[config.mk]
export PLATFORM = sky130hd
export DESIGN_NAME = mexp_dpath
export DESIGN_NICKNAME = d
export VERILOG_FILES = /design/src/rtl/mexp_pkg.sv /design/src/rtl/mexp_dpath.sv
export SDC_FILE = /design/constraint.sdc
export NUM_CORES = 2
export LEC_CHECK = 0
export BUFFER_PORTS_ARGS = -buffer_cell sky130_fd_sc_hd__buf_2
export CAP_MARGIN = 20
export CORE_UTILIZATION = 59
export CTS_CLUSTER_DIAMETER = 50
export DETAILED_ROUTE_END_ITERATION = 16
export PLACE_DENSITY = 0.79
export SKIP_LAST_GASP = 1
export SLEW_MARGIN = 15
export SYNTH_ARGS = -nofsm -noshare
export SYNTH_HDL_FRONTEND = slang
export SYNTH_SLANG_ARGS = --single-unit
[constraint.sdc]
create_clock -name i_clk -period 9.9 [get_ports i_clk]
set_clock_uncertainty 0.15 [all_clocks]
set_input_delay 0.99 -clock i_clk [delete_from_list [all_inputs] [get_ports i_clk]]
set_output_delay 0.99 -clock i_clk [all_outputs]
set_load 0.1 [all_outputs]
[src/rtl/mexp_pkg.sv]
// types and constants shared by the modular exponentiation block
// no dependencies
package mexp_pkg;

    localparam int OPERAND_WIDTH_DEF = 32;
    localparam int EXP_WIDTH_DEF     = 63;
    localparam int RESULT_W          = 64;
    localparam int MUL_W             = 32;

    typedef enum logic [1:0] {
        HALF_LL,
        HALF_LH,
        HALF_HL
    } t_mul_half;

    typedef enum logic [1:0] {
        PROD_HOLD,
        PROD_SET,
        PROD_ADDHI
    } t_prod_op;

    typedef struct packed {
        logic      load;
        logic      mul_en;
        logic      mul_src_acc;
        t_mul_half mul_half;
        t_prod_op  prod_op;
        logic      div_load;
        logic      div_from_base;
        logic      div_step;
        logic      wb_en;
        logic      wb_to_acc;
        logic      wb_from_rem;
        logic      exp_shift;
        logic      out_load;
    } t_dp_cmd;

    typedef struct packed {
        logic exp_zero;
        logic exp_lsb;
        logic mod_zero;
        logic plain;
    } t_dp_status;

endpackage

[src/rtl/mexp_dpath.sv]
// datapath: operand registers, shared 32x32 multiplier, radix-4 remainder unit
// depends on mexp_pkg
module mexp_dpath
    import mexp_pkg::*;
#(
    parameter int OPERAND_WIDTH = OPERAND_WIDTH_DEF,
    parameter int EXP_WIDTH     = EXP_WIDTH_DEF
) (
    input  logic                          i_clk,
    input  t_dp_cmd                       i_cmd,
    output t_dp_status                    o_status,
    input  logic [OPERAND_WIDTH-1:0]      i_base,
    input  logic [EXP_WIDTH-1:0]          i_exponent,
    input  logic signed [OPERAND_WIDTH:0] i_modulus,
    output logic [RESULT_W-1:0]           o_result,
    output logic                          o_error
);

    localparam int OW    = OPERAND_WIDTH;
    localparam int DVD_W = 2 * OPERAND_WIDTH;

    logic [RESULT_W-1:0]  r_acc;
    logic [RESULT_W-1:0]  r_base;
    logic [EXP_WIDTH-1:0] r_exp;
    logic [OW:0]          r_mag;
    logic                 r_mod_zero;
    logic                 r_plain;
    logic [RESULT_W-1:0]  r_pp;
    logic [RESULT_W-1:0]  r_prod;
    logic [DVD_W-1:0]     r_dvd;
    logic [OW:0]          r_rem;
    logic [RESULT_W-1:0]  r_result;
    logic                 r_error;

    logic [RESULT_W-1:0]  mul_a;
    logic [MUL_W-1:0]     op_x;
    logic [MUL_W-1:0]     op_y;
    logic [OW:0]          n_mag;
    logic [OW+1:0]        t1;
    logic [OW+1:0]        s1;
    logic [OW+1:0]        t2;
    logic [OW+1:0]        s2;
    logic [OW:0]          n_rem;
    logic [RESULT_W-1:0]  wb_val;

    // magnitude of the signed modulus, most negative value included
    assign n_mag = i_modulus[OW] ? (OW + 1)'(-i_modulus) : i_modulus;

    assign mul_a = i_cmd.mul_src_acc ? r_acc : r_base;

    always_comb begin
        case (i_cmd.mul_half)
            HALF_LH: begin
                op_x = mul_a[MUL_W-1:0];
                op_y = r_base[RESULT_W-1:MUL_W];
            end
            HALF_HL: begin
                op_x = mul_a[RESULT_W-1:MUL_W];
                op_y = r_base[MUL_W-1:0];
            end
            default: begin
                op_x = mul_a[MUL_W-1:0];
                op_y = r_base[MUL_W-1:0];
            end
        endcase
    end

    // two restoring steps per cycle
    always_comb begin
        t1    = {r_rem, r_dvd[DVD_W-1]};
        s1    = (t1 >= {1'b0, r_mag}) ? (t1 - {1'b0, r_mag}) : t1;
        t2    = {s1[OW:0], r_dvd[DVD_W-2]};
        s2    = (t2 >= {1'b0, r_mag}) ? (t2 - {1'b0, r_mag}) : t2;
        n_rem = s2[OW:0];
    end

    assign wb_val = i_cmd.wb_from_rem ? {{(RESULT_W - OW - 1){1'b0}}, n_rem} : r_prod;

    always_ff @(posedge i_clk) begin
        if (i_cmd.load) begin
            r_acc      <= RESULT_W'(1);
            r_base     <= {{(RESULT_W - OW){1'b0}}, i_base};
            r_exp      <= i_exponent;
            r_mag      <= n_mag;
            r_mod_zero <= (i_modulus == '0);
            r_plain    <= &i_modulus;
        end else if (i_cmd.wb_en) begin
            if (i_cmd.wb_to_acc) begin
                r_acc <= wb_val;
            end else begin
                r_base <= wb_val;
            end
        end

        if (i_cmd.exp_shift) begin
            r_exp <= r_exp >> 1;
        end

        if (i_cmd.mul_en) begin
            r_pp <= {{MUL_W{1'b0}}, op_x} * {{MUL_W{1'b0}}, op_y};
        end

        case (i_cmd.prod_op)
            PROD_SET:   r_prod <= r_pp;
            PROD_ADDHI: r_prod <= r_prod + {r_pp[MUL_W-1:0], {MUL_W{1'b0}}};
            default:    r_prod <= r_prod;
        endcase

        if (i_cmd.div_load) begin
            r_rem <= '0;
            if (i_cmd.div_from_base) begin
                r_dvd <= {{OW{1'b0}}, r_base[OW-1:0]};
            end else begin
                r_dvd <= r_pp[DVD_W-1:0];
            end
        end else if (i_cmd.div_step) begin
            r_rem <= n_rem;
            r_dvd <= r_dvd << 2;
        end

        if (i_cmd.out_load) begin
            r_result <= r_mod_zero ? '0 : r_acc;
            r_error  <= r_mod_zero;
        end
    end

    assign o_status.exp_zero = (r_exp == '0);
    assign o_status.exp_lsb  = r_exp[0];
    assign o_status.mod_zero = r_mod_zero;
    assign o_status.plain    = r_plain;

    assign o_result = r_result;
    assign o_error  = r_error;

endmodule

==> results.toml <==
[run_status]
outcome = "finished clean"

[clock_network]
clk_latency_ps = 650
cts_setup_buffers = 0
cts_hold_buf = 0
postCtsResizedCells = 0
cts_inserted_buffers = 54
cts_tree = "done"
cts.sinks = 516
cts_buffer_depth = 3
cts_root_buffer = "clkbuf_16"
htreeDepth = 2
path_clk_slew_ps = 60

[global_route]
grt_start_max_net_pins = 90
grt_pass1_wl_um = 304000
overflow = 0
grt_usage_pct = 40.4
antenna_found_initial = 22
grt_pass1_vias = 48900

[critical_path]
worst_setup_path_start_kind = "primary input"
cp.required_ps = 10120
crit_type = "in2reg"
critPathSlowestCell = "fa_1"
crit_fanout = 21
cpPeakStageDelay_ps = 640
crit_path_frequent_cell = "fa_1"
critPathCaptureType = "register"
crit_arrival_ps = 9630

[layout]
multi_input_area_mm2 = 0.0407
layout-drive-gt1-share_pct = 12.7
seq_area_mm2 = 0.0142
fillers = 8016
nets = 7966
syn2layout_area_growth_pct = 11.4

[synthesis]
yosys.cell_types.count = 73
syn_inst = 6266
yosys_warnings = 0
yosysMostFrequentCell = "inv_1"
synth-edff-count = 386
synth_area_leaders = "fa_1 30%, edfxtp_1 19%, ha_1 7.7%"
ys_ff_latch = 516
synthArstFlopShare_pct = 0
yosys.area.top_type_share_pct = 30.2
synth_area_mm2 = 0.0595
avgSynthCellArea_um2 = 9.50
ys_seq_area_share_pct = 23.9
synth_largest_area_cell = "fa_1"
dominantRegCellSynth = "edfxtp_1"
ys_top_cells_by_count = "942 x inv_1, 899 x fa_1, 808 x nand2_1"
syn_nets = 7674

[floorplanning]
die-area_mm2 = 0.102
dieWidth_um = 320
io_pins = 213
row_count = 116
initial_core_util_pct = 59.5
die_h_um = 320
core-area_mm2 = 0.100

[route]
wl_per_cell_um = 25.6
viasPerCell = 6.11
route.final.wire_length_um = 202000
dr.pass1.iters = 6
drtAntennaViolNets = 0
vias = 48300
drt-initial-drc-count = 5528
drc_errors = 0

[sta]
relSlewSlack_pct = 17.7
finalCriticalPeriod_ps = 9410
fmax_mhz = 106
tightestPinTransition_ps = 1220
whs_ps = 352
finalCritPeriodShare_pct = 95.1
slew_viol_final = 0
hold_violations = 0
rsz0062_at_grt = "no"
setup_viol = 0

[placed_design]
portBuffers = 212
dp_hpwl_um = 163000
gp_congestion = 1.04

[worst_hold_path]
min_path_type = "reg2reg"

[run]
max_cap_viol_count = 0
==> stage by stage <==
stage          TNS, ps  worst slack [ps]  area, um2  utilization, %  instances
6_report             0               489      66300            66.3       7912
5_1_grt              0               280      66300            66.3       7903
4_1_cts              0               595      66200            66.2       7901
3_5_place_dp     -58.7             -58.7      64300            64.3       7799
3_3_place_gp         0               138      64300            64.3       7799
2_1_floorplan        0               189      59500               -       6266
==> kinds of logic (layout without fill, tap and decap cells) <==
kind of cell             Yosys count  in the layout  synth area share (%)
AO/OA/AOI/OAI                    808            808                  9.02
multiplexers                     232            232                  4.17
other                              0             10                     0
XOR/XNOR                         171            171                  2.52
adder cells (fa/ha/maj)         1264           1264                  37.9
buffers and inverters           1252           1590                  7.96
flip-flops                       516            516                  23.9
AND/OR/NAND/NOR                 2023           2023                  14.6
==> flip-flops by register name (all words and copies together), names as in the netlist <==
signal / count
r_dvd: 64
r_pp: 64
o_error: 1
r_mod_zero: 1
r_base: 64
r_mag: 33
r_rem: 33
r_prod: 64
r_acc: 64
o_result: 64
r_exp: 63
r_plain: 1
==> layout by cell type (no fill, tap or decap), types with 21 or more instances in the layout <==
| cell type | n |
|---|---|
| nand4_1 | 34 |
| dfxtp_1 | 130 |
| xor2_1 | 48 |
| buf_2 | 209 |
| fa_1 | 899 |
| a22o_1 | 37 |
| nor3_1 | 25 |
| o21ai_0 | 119 |
| mux2i_1 | 83 |
| o21bai_1 | 23 |
| buf_4 | 286 |
| nand2_1 | 807 |
| edfxtp_1 | 386 |
| clkbuf_16 | 55 |
| inv_1 | 941 |
| mux2_2 | 129 |
| a211oi_1 | 50 |
| ha_1 | 364 |
| nor4_1 | 21 |
| o21ai_1 | 24 |
| and2_1 | 26 |
| nand3b_1 | 33 |
| a21oi_1 | 241 |
| o21a_1 | 60 |
| nor2b_1 | 148 |
| a21o_1 | 76 |
| o31ai_1 | 42 |
| buf_12 | 50 |
| nand3_1 | 81 |
| xnor2_1 | 123 |
| nor2_1 | 770 |
==> critical path: cells and delay by family <==
family,cells,cell delay [ps]
XOR/XNOR,1,130
AO/OA/AOI/OAI,10,2700
buffers and inverters,4,690
adder cells (fa/ha/maj),9,4470
AND/OR/NAND/NOR,5,620
==> path summary, 6_finish.rpt <==
path                     startpoint               endpoint  slack (ps)  depth (start not counted)
min reg2reg   r_rem[4]$_SDFFE_PP0P_  r_rem[4]$_SDFFE_PP0P_         350                          2
min           r_rem[4]$_SDFFE_PP0P_  r_rem[4]$_SDFFE_PP0P_         350                          2
max                       i_cmd[10]     r_pp[63]$_DFFE_PP_         490                         29
max reg2reg  r_acc[10]$_SDFFE_PP0P_     r_pp[63]$_DFFE_PP_         900                         26
==> routing by layer <==
metal / vias up / track usage (%) / part of all wire [%]
met4: 26 / 20.2 / 6.0
met3: 647 / 10.8 / 12
met5: - / 0 / 0.086
met2: 2894 / 61.0 / 44
li1: 20700 / - / -
met1: 24000 / 53.8 / 38
==> layout make-up <==
cell class              instances  share of cell area [%]
clock buffers                  66                    2.20
flip-flops and latches        516                    21.4
repair buffers                546                    6.35
well taps                    1298                    2.45
clock inverters                36                   0.755
multi-input cells            4498                    61.5
diodes                         10                  0.0378
inverters                     942                    5.34
Power is not shown: default switching activity piles up to over one toggle a cycle in this logic, so the estimate is an artifact.
