<file path="config.mk">
export PLATFORM = sky130hd
export DESIGN_NAME = mexp_ctrl
export DESIGN_NICKNAME = d
export VERILOG_FILES = /design/src/rtl/mexp_pkg.sv /design/src/rtl/mexp_ctrl.sv
export SDC_FILE = /design/constraint.sdc
export NUM_CORES = 1
export LEC_CHECK = 0
export ABC_AREA = 1
export BUFFER_PORTS_ARGS = -buffer_cell sky130_fd_sc_hd__buf_2
export CORE_ASPECT_RATIO = 1.2
export CORE_MARGIN = 5
export CORE_UTILIZATION = 51
export DETAILED_ROUTE_END_ITERATION = 10
export GPL_TIMING_DRIVEN = 0
export PLACE_DENSITY = 0.86
export SYNTH_ARGS = -nofsm -noshare
export SYNTH_HDL_FRONTEND = slang
export SYNTH_SLANG_ARGS = --single-unit
export TNS_END_PERCENT = 10
</file>
<file path="constraint.sdc">
create_clock -name i_clk -period 1.8 [get_ports i_clk]
set_input_delay 0.27 -clock i_clk [delete_from_list [all_inputs] [get_ports i_clk]]
set_output_delay 0.27 -clock i_clk [all_outputs]
set_load 0.005 [all_outputs]
</file>
<file path="src/rtl/mexp_pkg.sv">
// types and constants shared by the modular exponentiation block
// no dependencies
package mexp_pkg;

    localparam int OPERAND_WIDTH_DEF = 32;
    localparam int EXP_WIDTH_DEF     = 63;
    localparam int RESULT_W          = 64;
    localparam int MUL_W             = 32;

    typedef enum logic [1:0] {
        HALF_LL,
        HALF_LH,
        HALF_HL
    } t_mul_half;

    typedef enum logic [1:0] {
        PROD_HOLD,
        PROD_SET,
        PROD_ADDHI
    } t_prod_op;

    typedef struct packed {
        logic      load;
        logic      mul_en;
        logic      mul_src_acc;
        t_mul_half mul_half;
        t_prod_op  prod_op;
        logic      div_load;
        logic      div_from_base;
        logic      div_step;
        logic      wb_en;
        logic      wb_to_acc;
        logic      wb_from_rem;
        logic      exp_shift;
        logic      out_load;
    } t_dp_cmd;

    typedef struct packed {
        logic exp_zero;
        logic exp_lsb;
        logic mod_zero;
        logic plain;
    } t_dp_status;

endpackage

</file>
<file path="src/rtl/mexp_ctrl.sv">
// controller: sequences exponent bits, multiplies and remainder steps
// depends on mexp_pkg
module mexp_ctrl
    import mexp_pkg::*;
#(
    parameter int OPERAND_WIDTH = OPERAND_WIDTH_DEF
) (
    input  logic       i_clk,
    input  logic       i_rst_n,
    input  logic       i_in_valid,
    output logic       o_in_ready,
    output logic       o_out_valid,
    input  logic       i_out_ready,
    input  t_dp_status i_status,
    output t_dp_cmd    o_cmd
);

    localparam int CNT_W = $clog2(OPERAND_WIDTH);

    typedef enum logic [3:0] {
        ST_IDLE,
        ST_CHECK,
        ST_REDUCE,
        ST_LOOP,
        ST_MUL_LL,
        ST_MUL_LH,
        ST_MUL_HL,
        ST_PADD,
        ST_WB,
        ST_DIV,
        ST_OUT
    } t_state;

    t_state           r_state;
    t_state           n_state;
    logic [CNT_W-1:0] r_cnt;
    logic [CNT_W-1:0] n_cnt;
    logic             r_tgt_acc;
    logic             n_tgt_acc;
    logic             r_reduce;
    logic             n_reduce;
    logic             r_out_valid;
    logic             n_out_valid;
    logic             mult_done;

    always_comb begin
        n_state     = r_state;
        n_cnt       = r_cnt;
        n_tgt_acc   = r_tgt_acc;
        n_reduce    = r_reduce;
        n_out_valid = r_out_valid && !i_out_ready;
        mult_done   = 1'b0;
        o_cmd       = '0;
        o_cmd.mul_src_acc = r_tgt_acc;
        o_cmd.wb_to_acc   = r_tgt_acc;

        unique case (r_state)
            ST_IDLE: begin
                if (i_in_valid) begin
                    o_cmd.load = 1'b1;
                    n_state    = ST_CHECK;
                end
            end
            ST_CHECK: begin
                if (i_status.mod_zero) begin
                    n_state = ST_OUT;
                end else if (i_status.plain) begin
                    n_state = ST_LOOP;
                end else begin
                    n_tgt_acc = 1'b0;
                    n_reduce  = 1'b1;
                    n_state   = ST_REDUCE;
                end
            end
            ST_REDUCE: begin
                o_cmd.div_load      = 1'b1;
                o_cmd.div_from_base = 1'b1;
                n_cnt               = CNT_W'(OPERAND_WIDTH - 1);
                n_state             = ST_DIV;
            end
            ST_LOOP: begin
                if (i_status.exp_zero) begin
                    n_state = ST_OUT;
                end else begin
                    n_tgt_acc = i_status.exp_lsb;
                    n_state   = ST_MUL_LL;
                end
            end
            ST_MUL_LL: begin
                o_cmd.mul_en   = 1'b1;
                o_cmd.mul_half = HALF_LL;
                n_state        = ST_MUL_LH;
            end
            ST_MUL_LH: begin
                if (i_status.plain) begin
                    o_cmd.prod_op  = PROD_SET;
                    o_cmd.mul_en   = 1'b1;
                    o_cmd.mul_half = HALF_LH;
                    n_state        = ST_MUL_HL;
                end else begin
                    o_cmd.div_load = 1'b1;
                    n_cnt          = CNT_W'(OPERAND_WIDTH - 1);
                    n_state        = ST_DIV;
                end
            end
            ST_MUL_HL: begin
                o_cmd.prod_op  = PROD_ADDHI;
                o_cmd.mul_en   = 1'b1;
                o_cmd.mul_half = HALF_HL;
                n_state        = ST_PADD;
            end
            ST_PADD: begin
                o_cmd.prod_op = PROD_ADDHI;
                n_state       = ST_WB;
            end
            ST_WB: begin
                o_cmd.wb_en = 1'b1;
                mult_done   = 1'b1;
            end
            ST_DIV: begin
                o_cmd.div_step = 1'b1;
                if (r_cnt == '0) begin
                    o_cmd.wb_en       = 1'b1;
                    o_cmd.wb_from_rem = 1'b1;
                    mult_done         = 1'b1;
                end else begin
                    n_cnt = r_cnt - CNT_W'(1);
                end
            end
            ST_OUT: begin
                if (!r_out_valid || i_out_ready) begin
                    o_cmd.out_load = 1'b1;
                    n_out_valid    = 1'b1;
                    n_state        = ST_IDLE;
                end
            end
            default: begin
                n_state = ST_IDLE;
            end
        endcase

        // after a write-back: reduction ends, else square or go to the next bit
        if (mult_done) begin
            if (r_reduce) begin
                n_reduce = 1'b0;
                n_state  = ST_LOOP;
            end else if (r_tgt_acc) begin
                n_tgt_acc = 1'b0;
                n_state   = ST_MUL_LL;
            end else begin
                o_cmd.exp_shift = 1'b1;
                n_state         = ST_LOOP;
            end
        end
    end

    always_ff @(posedge i_clk) begin
        if (!i_rst_n) begin
            r_state     <= ST_IDLE;
            r_cnt       <= '0;
            r_tgt_acc   <= 1'b0;
            r_reduce    <= 1'b0;
            r_out_valid <= 1'b0;
        end else begin
            r_state     <= n_state;
            r_cnt       <= n_cnt;
            r_tgt_acc   <= n_tgt_acc;
            r_reduce    <= n_reduce;
            r_out_valid <= n_out_valid;
        end
    end

    assign o_in_ready  = (r_state == ST_IDLE);
    assign o_out_valid = r_out_valid;

endmodule

</file>
==> run summary <==
Starting DRC count in detailed routing - 25
HP Class - in2reg
Crit-path cells - inv_2 > ha_4 > nand2_2 > nor2_4 > nand2_4 > nand2_4 > inv_2 > nor3_2 > buf_2
Leak pwr - 0.000681 uW
Cts bufs inserted - 3
CTS Sinks - 12
Bufs on Longest Clock Path - 2
Vias in the first global route - 1029
Worst Max-Slew Pin Slew - 0.504 ns
YS warnings - 0
Clk pin slew, worst setup/hold paths - 0.09 ns
DRC - 0
Root Buffer - clkbuf_4
Critical Path Fanout Max - 3
Synth Cell Area - 925 um2
Family with the most delay on the worst path - simple AND/OR/NAND/NOR gates
Worst IR drop on VDD - 1040 uV
Critical Path Slowest Stage Cell - dfxtp_2
FF-to-FF setup slack - 0.10 ns
Max Fclk - 575 MHz
Row count - 16
IO Count - 25
Max-cap violations - 0
Status - finished, final reports clean
Cell Area, Placed - 0.00107 mm2
P&R area growth vs syn - 32.3%
Design Area, Final - 0.00122 mm2
Setup violations, final - 0
Port Buffers - 24
Worst endpoint required time - 1.53 ns
Die Width - 48.9 um
Setup crit end kind - primary output
Post-synthesis mux area share - 0
Mean routed wirelength per cell - 12.2 um
Pwr dens - 1840 mW/mm2
Main combinational cell family by area after synthesis - simple AND/OR/NAND/NOR gates
Mapped Nets - 166
CTS tree - built
RSZ-0062 raised after global routing - true
Slew headroom - 0.661
Synth cell types - 22
Net count reported at finish - 206
WHS - 0.270 ns
Compound-Gate Fraction of Synth Area - 0.0622
Vias/cell - 5.19
Worst r2r src - r_cnt[1]
Min cycle time layout - 1.74 ns
Critical path depth in cells - 9
Share of layout cells above drive strength 1 - 0.354
GRT Residual Overflow - 0
Min-Delay Endpoint - r_state[1]
Core area - 0.00168 mm2
Die height - 56.6 um
Crit path arrival time - 1.47 ns
Slowest stage delay, CP - 0.34 ns
Sequential fraction of the synthesis area - 0.260
Detailed placement HPWL - 1870 um
GRT Overall Usage - 0.188
Skew final - 0.00383 ns
N_diodes - 0
CP Buf/Inv Count - 3
Post-Syn Instances - 156
Final wirelength - 2590 um
Hold Crit Depth - 3
Max-slew violation count - 0
Gpl congestion - 0.895
H-tree levels - 1
Hold_sp - i_rst_n
Worst r2r path cells - 14
Pre-Repair DR Iteration Count - 4
Starting Density - 0.550
Crit start category - flop
Final Cycle Share - 0.966
Critical path class - reg2out
Simple logic cell fraction of the synthesized area - 0.532
First-pass GRT wire length - 4190 um
Antenna violations before repair - 0
Die area - 0.00277 mm2
Worst skew pair latency - 0.27 ns
Worst r2r dst - r_state[0]
XOR/XNOR Fraction of Synth Area - 0.00947
Routed Antenna Nets - 0
Seq cells post-synth - 12
Synthesized area per cell - 5.93 um2
DR vias - 1105
Post-Synth Adder-Cell Area - 0.0271
Final Hold Violating Endpoints - 0
Largest net degree at the start of global routing - 8
[cells in the final DEF (no fill, tap or decap), drive strengths merged]
cell    count
a21oi       7
buf        38
clkbuf      4
dfxtp      12
ha          2
inv        21
nand2      48
nand3      16
nand4       2
nor2       38
nor3        2
nor4        1
o211a       1
o211ai      1
o21ai       1
xnor2       1
[power breakdown]
| part | internal, uW | switching, uW | leakage (uW) |
|---|---|---|---|
| Combinational | 713 | 838 | 0.000561 |
| Clock | 123 | 99.8 | 0.0000210 |
| Sequential | 369 | 111 | 0.0000995 |
[sequential cells by signal (all words and copies together), names as in the netlist]
signal,count
o_out_valid,1
r_cnt,5
r_reduce,1
r_state,4
r_tgt_acc,1
[worst max path at each step]
stage             start       end  slack, ns
6_report       r_cnt[1]  o_cmd[1]       0.06
5_1_grt        r_cnt[1]  o_cmd[1]      -0.03
2_1_floorplan  r_cnt[0]  o_cmd[1]       0.33
4_1_cts        r_cnt[1]  o_cmd[1]       0.01
3_3_place_gp   r_cnt[0]  o_cmd[1]       0.15
3_5_place_dp   r_cnt[0]  o_cmd[1]       0.13
[repair_timing]
action | 4_1_cts | 5_1_grt
hold buffers | 0 | 0
buffers inserted | 8 | 3
setup endpoints to repair | 2 | 4
pin swaps | 4 | 4
resized for setup | 6 | 9
[layer usage]
layer,up-vias,routed length [um],global-route usage
li1,561,-,-
met1,507,968,0.187
met2,31,1470,0.360
met3,6,108,0.0423
met4,0,37,0.0808
met5,-,0,0
[metrics by stage]
step / utilization / setup slack (ns) / std cells / total power, uW / setup TNS, ns
final: 0.728 / 0.0603 / 213 / 2250 / 0
after global routing: 0.728 / -0.0323 / 213 / 2450 / -0.0470
after CTS: 0.696 / 0.0112 / 210 / 2070 / 0
after detailed placement: 0.635 / 0.134 / 198 / 1560 / 0
after global placement: 0.635 / 0.146 / 198 / 1520 / 0
after floorplan: - / 0.331 / 156 / 1290 / 0
[cells by family (layout without fill, tap and decap cells)]
group	Yosys count	after routing
simple gates	107	107
buf+inv	24	63
flops	12	12
compound gates	10	10
fa+ha+maj	2	2
xor+xnor	1	1
[cells in the mapped netlist]
cell / count / share of area
nand2_1: 43 / 0.17
o211a_1: 1 / 0.011
nor4_1: 1 / 0.0068
nand2_4: 2 / 0.024
nand3_4: 1 / 0.019
nand2_2: 3 / 0.020
o21ai_1: 1 / 0.0054
nor2_1: 34 / 0.14
buf_4: 3 / 0.024
o211ai_1: 1 / 0.0081
nor2_4: 1 / 0.012
xnor2_1: 1 / 0.0095
nor3_1: 2 / 0.011
a21oi_1: 7 / 0.038
nand3_1: 13 / 0.070
inv_1: 19 / 0.077
nor2_2: 3 / 0.020
ha_1: 2 / 0.027
nand3_2: 2 / 0.022
nand4_1: 2 / 0.014
dfxtp_1: 12 / 0.26
inv_2: 2 / 0.0081
[worst min-delay path, cell delays in order]
cell	delay, ns
buf_2	0.14
nand2_1	0.07
inv_1	0.03
[final cells by class]
class                   count  area, um2
clock buffers               4       36.3
repair buffers             35        203
fillers                   151        458
plain buffers               3       22.5
well taps                  18       22.5
multi-input cells         120        616
inverters                  21       78.8
flip-flops and latches     12        245
(Power assumes the default switching activity.)
